File: config.mk
export PLATFORM = sky130hd
export DESIGN_NAME = counting_semaphore_fifo_waiters_top
export DESIGN_NICKNAME = d
export VERILOG_FILES = /design/src/rtl/csem_pkg.sv /design/src/rtl/csem_ctrl.sv /design/src/rtl/csem_dp.sv /design/src/rtl/counting_semaphore_fifo_waiters_top.sv
export SDC_FILE = /design/constraint.sdc
export NUM_CORES = 1
export LEC_CHECK = 0
export ABC_AREA = 1
export BUFFER_PORTS_ARGS = -buffer_cell sky130_fd_sc_hd__buf_2
export CORE_AREA = 2 2 185 187
export CTS_CLUSTER_DIAMETER = 40
export DETAILED_ROUTE_END_ITERATION = 10
export DIE_AREA = 0 0 187 189
export MAX_ROUTING_LAYER = met4
export PLACE_DENSITY_LB_ADDON = 0.2
export SLEW_MARGIN = 15
export SYNTH_ARGS = -nofsm -noshare
export SYNTH_HDL_FRONTEND = slang
export SYNTH_SLANG_ARGS = --single-unit
File: constraint.sdc
create_clock -name clk_i -period 6.5 [get_ports clk_i]
set_input_delay 1.95 -clock clk_i [delete_from_list [all_inputs] [get_ports clk_i]]
set_output_delay 1.95 -clock clk_i [all_outputs]
set_load 0.02 [all_outputs]
File: src/rtl/csem_pkg.sv
// Package for the counting semaphore with FIFO wait queue.
// Holds the request and result word types, operation and error codes, sizes.
// No dependencies.
package csem_pkg;

  localparam int unsigned QUEUE_DEPTH = 16;
  localparam int unsigned PID_W       = 15;
  localparam int unsigned COUNT_W     = 16;
  localparam int unsigned CFG_W       = 8;

  localparam logic signed [COUNT_W-1:0] COUNT_MAX = 16'sh7FFF;

  localparam logic MODE_WAIT = 1'b0;
  localparam logic MODE_POST = 1'b1;

  typedef enum logic [1:0] {
    ERR_OK   = 2'd0,
    ERR_FULL = 2'd1,
    ERR_SAT  = 2'd2
  } csem_err_e;

  typedef struct packed {
    logic             mode;
    logic [PID_W-1:0] caller_pid;
  } csem_req_t;

  typedef struct packed {
    logic             caller_blocks;
    logic             wake_valid;
    logic [PID_W-1:0] wake_pid;
    csem_err_e        error_code;
    logic             queue_empty;
  } csem_rsp_t;

  // Commands from the controller to the datapath
  typedef struct packed {
    logic accept;
    logic exec;
    logic load;
  } csem_cmd_t;

endpackage

File: src/rtl/csem_ctrl.sv
// Controller for the counting semaphore: sequences accept, execute, result strobe, and gates config loads.
// Depends on csem_pkg.
module csem_ctrl (
  input  logic              clk_i,
  input  logic              rst_ni,
  input  logic              start_i,
  input  logic              cfg_valid_i,
  output logic              busy_o,
  output logic              cfg_ready_o,
  output logic              done_o,
  output csem_pkg::csem_cmd_t cmd_o
);

  typedef enum logic {
    ST_IDLE,
    ST_EXEC
  } state_e;

  state_e state_q, state_d;
  logic   done_q;

  always_comb begin
    state_d = state_q;
    case (state_q)
      ST_IDLE: begin
        if (start_i) begin
          state_d = ST_EXEC;
        end
      end
      ST_EXEC: begin
        state_d = ST_IDLE;
      end
      default: begin
        state_d = ST_IDLE;
      end
    endcase
  end

  always_ff @(posedge clk_i or negedge rst_ni) begin
    if (!rst_ni) begin
      state_q <= ST_IDLE;
      done_q  <= 1'b0;
    end else begin
      state_q <= state_d;
      done_q  <= (state_q == ST_EXEC);
    end
  end

  assign busy_o      = (state_q == ST_EXEC);
  assign cfg_ready_o = (state_q == ST_IDLE);
  assign done_o      = done_q;

  assign cmd_o.accept = start_i && (state_q == ST_IDLE);
  assign cmd_o.exec   = (state_q == ST_EXEC);
  assign cmd_o.load   = cfg_valid_i && (state_q == ST_IDLE);

endmodule

File: src/rtl/csem_dp.sv
// Datapath for the counting semaphore: count, wait queue memory, pointers, result word.
// Depends on csem_pkg; driven by csem_ctrl commands.
module csem_dp #(
  parameter int unsigned QueueDepth = csem_pkg::QUEUE_DEPTH
) (
  input  logic                            clk_i,
  input  logic                            rst_ni,
  input  csem_pkg::csem_cmd_t             cmd_i,
  input  csem_pkg::csem_req_t             req_i,
  input  logic [csem_pkg::CFG_W-1:0]      cfg_data_i,
  output csem_pkg::csem_rsp_t             rsp_o
);

  localparam int unsigned PtrW   = (QueueDepth > 1) ? $clog2(QueueDepth) : 1;
  localparam int unsigned FillW  = $clog2(QueueDepth + 1);
  localparam int unsigned CountW = csem_pkg::COUNT_W;
  localparam int unsigned PidW   = csem_pkg::PID_W;

  logic [PidW-1:0]          mem_q [QueueDepth];
  logic [PidW-1:0]          rd_q;
  csem_pkg::csem_req_t      req_q;
  csem_pkg::csem_rsp_t      rsp_q, rsp_d;

  logic signed [CountW-1:0] count_q, count_d;
  logic [PtrW-1:0]          head_q, head_d, tail_q, tail_d;
  logic [FillW-1:0]         fill_q, fill_d;
  logic                     push, pop;

  function automatic logic [PtrW-1:0] next_ptr(input logic [PtrW-1:0] p);
    return (p == PtrW'(QueueDepth - 1)) ? '0 : PtrW'(p + 1'b1);
  endfunction

  always_comb begin
    count_d = count_q;
    head_d  = head_q;
    tail_d  = tail_q;
    fill_d  = fill_q;
    push    = 1'b0;
    pop     = 1'b0;
    rsp_d.caller_blocks = 1'b0;
    rsp_d.wake_valid    = 1'b0;
    rsp_d.wake_pid      = '0;
    rsp_d.error_code    = csem_pkg::ERR_OK;

    if (req_q.mode == csem_pkg::MODE_WAIT) begin
      if (count_q <= 16'sd0) begin
        if (fill_q == FillW'(QueueDepth)) begin
          rsp_d.error_code = csem_pkg::ERR_FULL;
        end else begin
          push                = 1'b1;
          count_d             = count_q - 16'sd1;
          tail_d              = next_ptr(tail_q);
          fill_d              = fill_q + 1'b1;
          rsp_d.caller_blocks = 1'b1;
        end
      end else begin
        count_d = count_q - 16'sd1;
      end
    end else begin
      if (count_q == csem_pkg::COUNT_MAX) begin
        rsp_d.error_code = csem_pkg::ERR_SAT;
      end else begin
        count_d = count_q + 16'sd1;
        // release the oldest waiter while the count stays at or below zero
        if ((count_q < 16'sd0) && (fill_q != '0)) begin
          pop              = 1'b1;
          head_d           = next_ptr(head_q);
          fill_d           = fill_q - 1'b1;
          rsp_d.wake_valid = 1'b1;
          rsp_d.wake_pid   = rd_q;
        end
      end
    end

    rsp_d.queue_empty = (fill_d == '0);
  end

  always_ff @(posedge clk_i or negedge rst_ni) begin
    if (!rst_ni) begin
      count_q <= '0;
      head_q  <= '0;
      tail_q  <= '0;
      fill_q  <= '0;
    end else if (cmd_i.load) begin
      count_q <= CountW'(cfg_data_i);
      head_q  <= '0;
      tail_q  <= '0;
      fill_q  <= '0;
    end else if (cmd_i.exec) begin
      count_q <= count_d;
      head_q  <= head_d;
      tail_q  <= tail_d;
      fill_q  <= fill_d;
    end
  end

  // capture the request and prefetch the head entry at accept
  always_ff @(posedge clk_i) begin
    if (cmd_i.accept) begin
      req_q <= req_i;
      rd_q  <= mem_q[head_q];
    end
    if (cmd_i.exec && push) begin
      mem_q[tail_q] <= req_q.caller_pid;
    end
    if (cmd_i.exec) begin
      rsp_q <= rsp_d;
    end
  end

  assign rsp_o = rsp_q;

  a_fill_bound: assert property (@(posedge clk_i) disable iff (!rst_ni)
    fill_q <= FillW'(QueueDepth))
    else $error("wait queue fill exceeds depth");

  a_neg_count_fill: assert property (@(posedge clk_i) disable iff (!rst_ni)
    (count_q < 16'sd0) |-> (CountW'(fill_q) == CountW'(-count_q)))
    else $error("negative count does not match queue fill");

  a_pos_count_empty: assert property (@(posedge clk_i) disable iff (!rst_ni)
    (count_q >= 16'sd0) |-> (fill_q == '0))
    else $error("waiters queued while count is not negative");

  a_pop_only_post: assert property (@(posedge clk_i) disable iff (!rst_ni)
    (cmd_i.exec && pop) |-> (req_q.mode == csem_pkg::MODE_POST && !push))
    else $error("dequeue outside a post");

endmodule

File: src/rtl/counting_semaphore_fifo_waiters_top.sv
// Top level of the counting semaphore with FIFO wait queue.
// Depends on csem_pkg, csem_ctrl and csem_dp.
//
//   channel   handshake                    word
//   request   start_i, busy_o              req_i  (mode, caller_pid)
//   result    done_o strobe, no stall      rsp_o  (caller_blocks .. queue_empty)
//   config    cfg_valid_i, cfg_ready_o     cfg_data_i (initial_count)
//
// Each request is accepted, executed in the next cycle, and its result is strobed on
// done_o in the cycle after that, when a new request may be accepted.
// Reset clears the count, queue pointers and fill; queue entries are not cleared.
// The receiver cannot stall; configuration is taken only while busy_o is low.
module counting_semaphore_fifo_waiters_top #(
  parameter int unsigned QueueDepth = csem_pkg::QUEUE_DEPTH
) (
  input  logic                       clk_i,
  input  logic                       rst_ni,
  input  logic                       start_i,
  output logic                       busy_o,
  input  csem_pkg::csem_req_t        req_i,
  output logic                       done_o,
  output csem_pkg::csem_rsp_t        rsp_o,
  input  logic                       cfg_valid_i,
  output logic                       cfg_ready_o,
  input  logic [csem_pkg::CFG_W-1:0] cfg_data_i
);

  csem_pkg::csem_cmd_t cmd;

  csem_ctrl u_ctrl (
    .clk_i       (clk_i),
    .rst_ni      (rst_ni),
    .start_i     (start_i),
    .cfg_valid_i (cfg_valid_i),
    .busy_o      (busy_o),
    .cfg_ready_o (cfg_ready_o),
    .done_o      (done_o),
    .cmd_o       (cmd)
  );

  csem_dp #(
    .QueueDepth (QueueDepth)
  ) u_dp (
    .clk_i      (clk_i),
    .rst_ni     (rst_ni),
    .cmd_i      (cmd),
    .req_i      (req_i),
    .cfg_data_i (cfg_data_i),
    .rsp_o      (rsp_o)
  );

endmodule
==> impl_results.md <==
- Status: finished clean
- CP peak stage delay: ~440 ps
- Switching Share: 0.300
- Number of setup buffers added after CTS: 0
- Routed len/inst: around 19 um
- Fillers: 2954
- Worst hold path class: register to register
- Layout area overhead: 17.7%
- Row count: 67
- Slowest-stage cell, CP: dfrtp_1
- Hold buffers post-CTS: 0
- Clock Power Share: 0.401
- Distinct cell type count after synthesis: 39
- Worst vdd ir: 190 uV
- Hold slack: around 540 ps
- Starting Density: 0.408
- Synth warn: 0
- Final WL: about 32 mm
- H-tree Lvls: 2
- Multi-input logic area: 0.00361 sq mm
- GRT overflow: 0
- Final Hold Vio Count: 0
- Post-synthesis sequential area ratio: 0.701
- Tot GR Track Use: 0.190
- I/O Buffers: 50
- # nets final: between 1000 and 1500
- Via density: 5.26
- Die W: 187 um
- Die H: 189 um
- Final ANT Viol Nets: 0
- Worst EP arrival: 1340 ps
- Critical path depth in cells: 2
- Routability cong.: 0.844
- Final period util: 0.507
- Vias: 8850
- CTS max path bufs: 3
- TNS Setup: 0 ps
- CP startpoint kind: register
- Reg-to-Reg Start: u_dp.req_q[15]
- Final setup fails: 0
- Largest net degree at the start of global routing: a little under 70
- First-pass GRT wire length: between 40 and 50 mm
- Post-synthesis register bit count: 322
- Mapped Area: around 0.014 sq mm
- Dpl hpwl: around 18 mm
- DR iter-0 viols: 708
- Critical path, cell by cell: inv_2, buf_2
- Sequential cell area: between 0.009 and 0.01 sq mm
- Core area: around 0.033 sq mm
- Worst Hold Endpoint: u_dp.count_q[8]
- Slew Limit Headroom: 0.396
- Net Switching: approximately 1.9 mW
- DRC viols: 0
- Power share of the sequential group: 0.403
- Final Max Tran Viols: 0
- Cell-internal power: 4.36 mW
- Leakage power: 5.82 nW
- Hold Startpoint: u_dp.count_q[8]
- Cell area power density: a little under 400 mW/mm^2
- Syn Nets: between 1000 and 1500
- Util after Layout: 0.480
- CTS resizes: 0
- Async set-or-reset flop fraction in the synthesized netlist: 0.0963
- Reg-to-reg critical path endpoint: u_dp.mem_q[12][8]
- Clk Tree Root Cell: clkbuf_16
- Crit Path Class: register to output pin
- # clock sinks: 322
- Post-synth EDFFs: 291
- I/O pin count: 51
- Number of CTS-inserted buffers: 46
- Max-cap violations: 0
- Most used DFF post-synth: edfxtp_1
- Non-filler cells, final: 1682
- Worst Hold Depth: 2
- Minimum clock period: 3290 ps
- Worst R2R Path Depth: 8
- RSZ-0062 raised after global routing: no
- Crit-path max FO: 7
- CP top delay family: flip-flops
- Worst skew pair latency: 560 ps
- Number of inserted diodes: 0
- Slew of the pin with the lowest slew margin: 907 ps
- Share of layout cells above drive strength 1: 0.153
- Combinational power share: 0.195
- Worst setup EP type: output pin
- Clk_skew: 23.0 ps
- Vias in the first global route: 8526
- Clock transition at path regs: 50 ps
- CTS tree: yes
- Initial antenna violation count: 0
- Placed Cells: 1599
- Req. time, crit path: 4550 ps
- Mean Syn Cell Area: 12.0 sq um
- Full die area: 0.0353 sq mm
- TritonRoute pass-1 iters: 5
- Crit path buffers/inverters: 2
- FF-to-FF setup slack: between 3000 and 4000 ps
- Achievable Freq: 0.304 GHz
- Synthesized instance count: 1129
- Total power: ~6.2 mW
## kinds of logic (layout without fill, tap and decap cells)
| family | Yosys count | count (layout) | synth area share |
|---|---|---|---|
| AOI/OAI and AO/OA | 259 | 259 | 0.114 |
| xor gates and xnor gates | 9 | 9 | 0.00581 |
| adders and majority gates | 22 | 22 | 0.0208 |
| buffers and inverters | 115 | 220 | 0.0352 |
| DFF | 322 | 322 | 0.701 |
| and+or+nand+nor | 402 | 402 | 0.123 |
## synth_stat cells (all sizes together) (2+ instances only)
cell type | count | area share
dfrtp | 31 | 0.057
clkbuf | 36 | 0.010
o21bai | 2 | 0.0011
xnor2 | 4 | 0.0026
nor2 | 190 | 0.054
edfxtp | 291 | 0.64
a21oi | 23 | 0.0085
nand3b | 5 | 0.0037
buf | 17 | 0.0079
o211ai | 19 | 0.011
o21ai | 149 | 0.055
o221ai | 43 | 0.028
xor2 | 5 | 0.0032
nand2 | 159 | 0.047
nand4 | 3 | 0.0014
inv | 61 | 0.017
nor3 | 4 | 0.0018
ha | 21 | 0.019
nand3 | 40 | 0.015
o22ai | 20 | 0.0092
## worst max-delay path by stage
stage	from	to	slack, ps
2_1_floorplan	start_i	u_dp.rd_q[0]	2760
4_1_cts	u_ctrl.busy_o	cfg_ready_o	3180
5_1_grt	u_ctrl.busy_o	cfg_ready_o	3140
3_5_place_dp	start_i	u_dp.req_q[9]	3020
3_3_place_gp	start_i	u_dp.req_q[6]	3080
6_report	u_ctrl.busy_o	cfg_ready_o	3210
## placed cells by master, fill, tap and decap left out, types with 8 or more instances in the layout
cell type    n
edfxtp_1   291
nor2_1     172
nand2_1    148
o21ai_0    140
inv_1       54
buf_2       50
clkbuf_16   46
o221ai_1    43
nand3_1     40
dfrtp_1     30
buf_4       25
a21oi_1     23
ha_1        21
o22ai_1     20
o211ai_1    19
nor2_2      16
o21ai_1      9
nand2_2      8
## area by class of cell
cell class,count,area share
Inverter,62,0.0148
Tap cell,448,0.0351
Clock buffer,54,0.0752
Timing Repair Buffer,76,0.0292
Multi-Input combinational cell,692,0.226
Sequential cell,322,0.596
Clock inverter,28,0.0234
## tightest hold or removal path, stage by stage, from the launching register on
cell     delay, ps
dfrtp_1        390
nand2_1         70
nand2_1         50
## stage by stage
step / area [sq um] / worst slack (ps)
final: 16000 / 3210
after global routing: 16000 / 3140
after CTS: 15900 / 3180
after detailed placement: 14400 / 3020
after global placement: 14400 / 3080
after floorplan: 13600 / 2760
## per-layer routing
layer,vias to the layer above,part of all wire,global-route usage
met2,293,0.47,0.304
met3,68,0.060,0.0310
met4,0,0.021,0.0540
met5,-,0,-
met1,4268,0.45,0.253
li1,4221,-,-
## power by group through the flow
stage	clock (mW)	combinational [mW]	sequential [mW]
6_report	2.50	1.22	2.51
3_5_place_dp	0	1.22	2.55
4_1_cts	2.54	1.22	2.51
2_1_floorplan	0	0.902	2.53
3_3_place_gp	0	1.20	2.55
5_1_grt	2.63	1.40	2.53
## flip-flops by register name, summed over array words and instances (netlist names)
name / flops
u_ctrl.busy_o: 1
u_ctrl.done_o: 1
u_dp.count_q: 16
u_dp.fill_q: 5
u_dp.head_q: 4
u_dp.mem_q: 240
u_dp.rd_q: 15
u_dp.req_q: 16
u_dp.rsp_o: 20
u_dp.tail_q: 4
(Power assumes the default switching activity.)
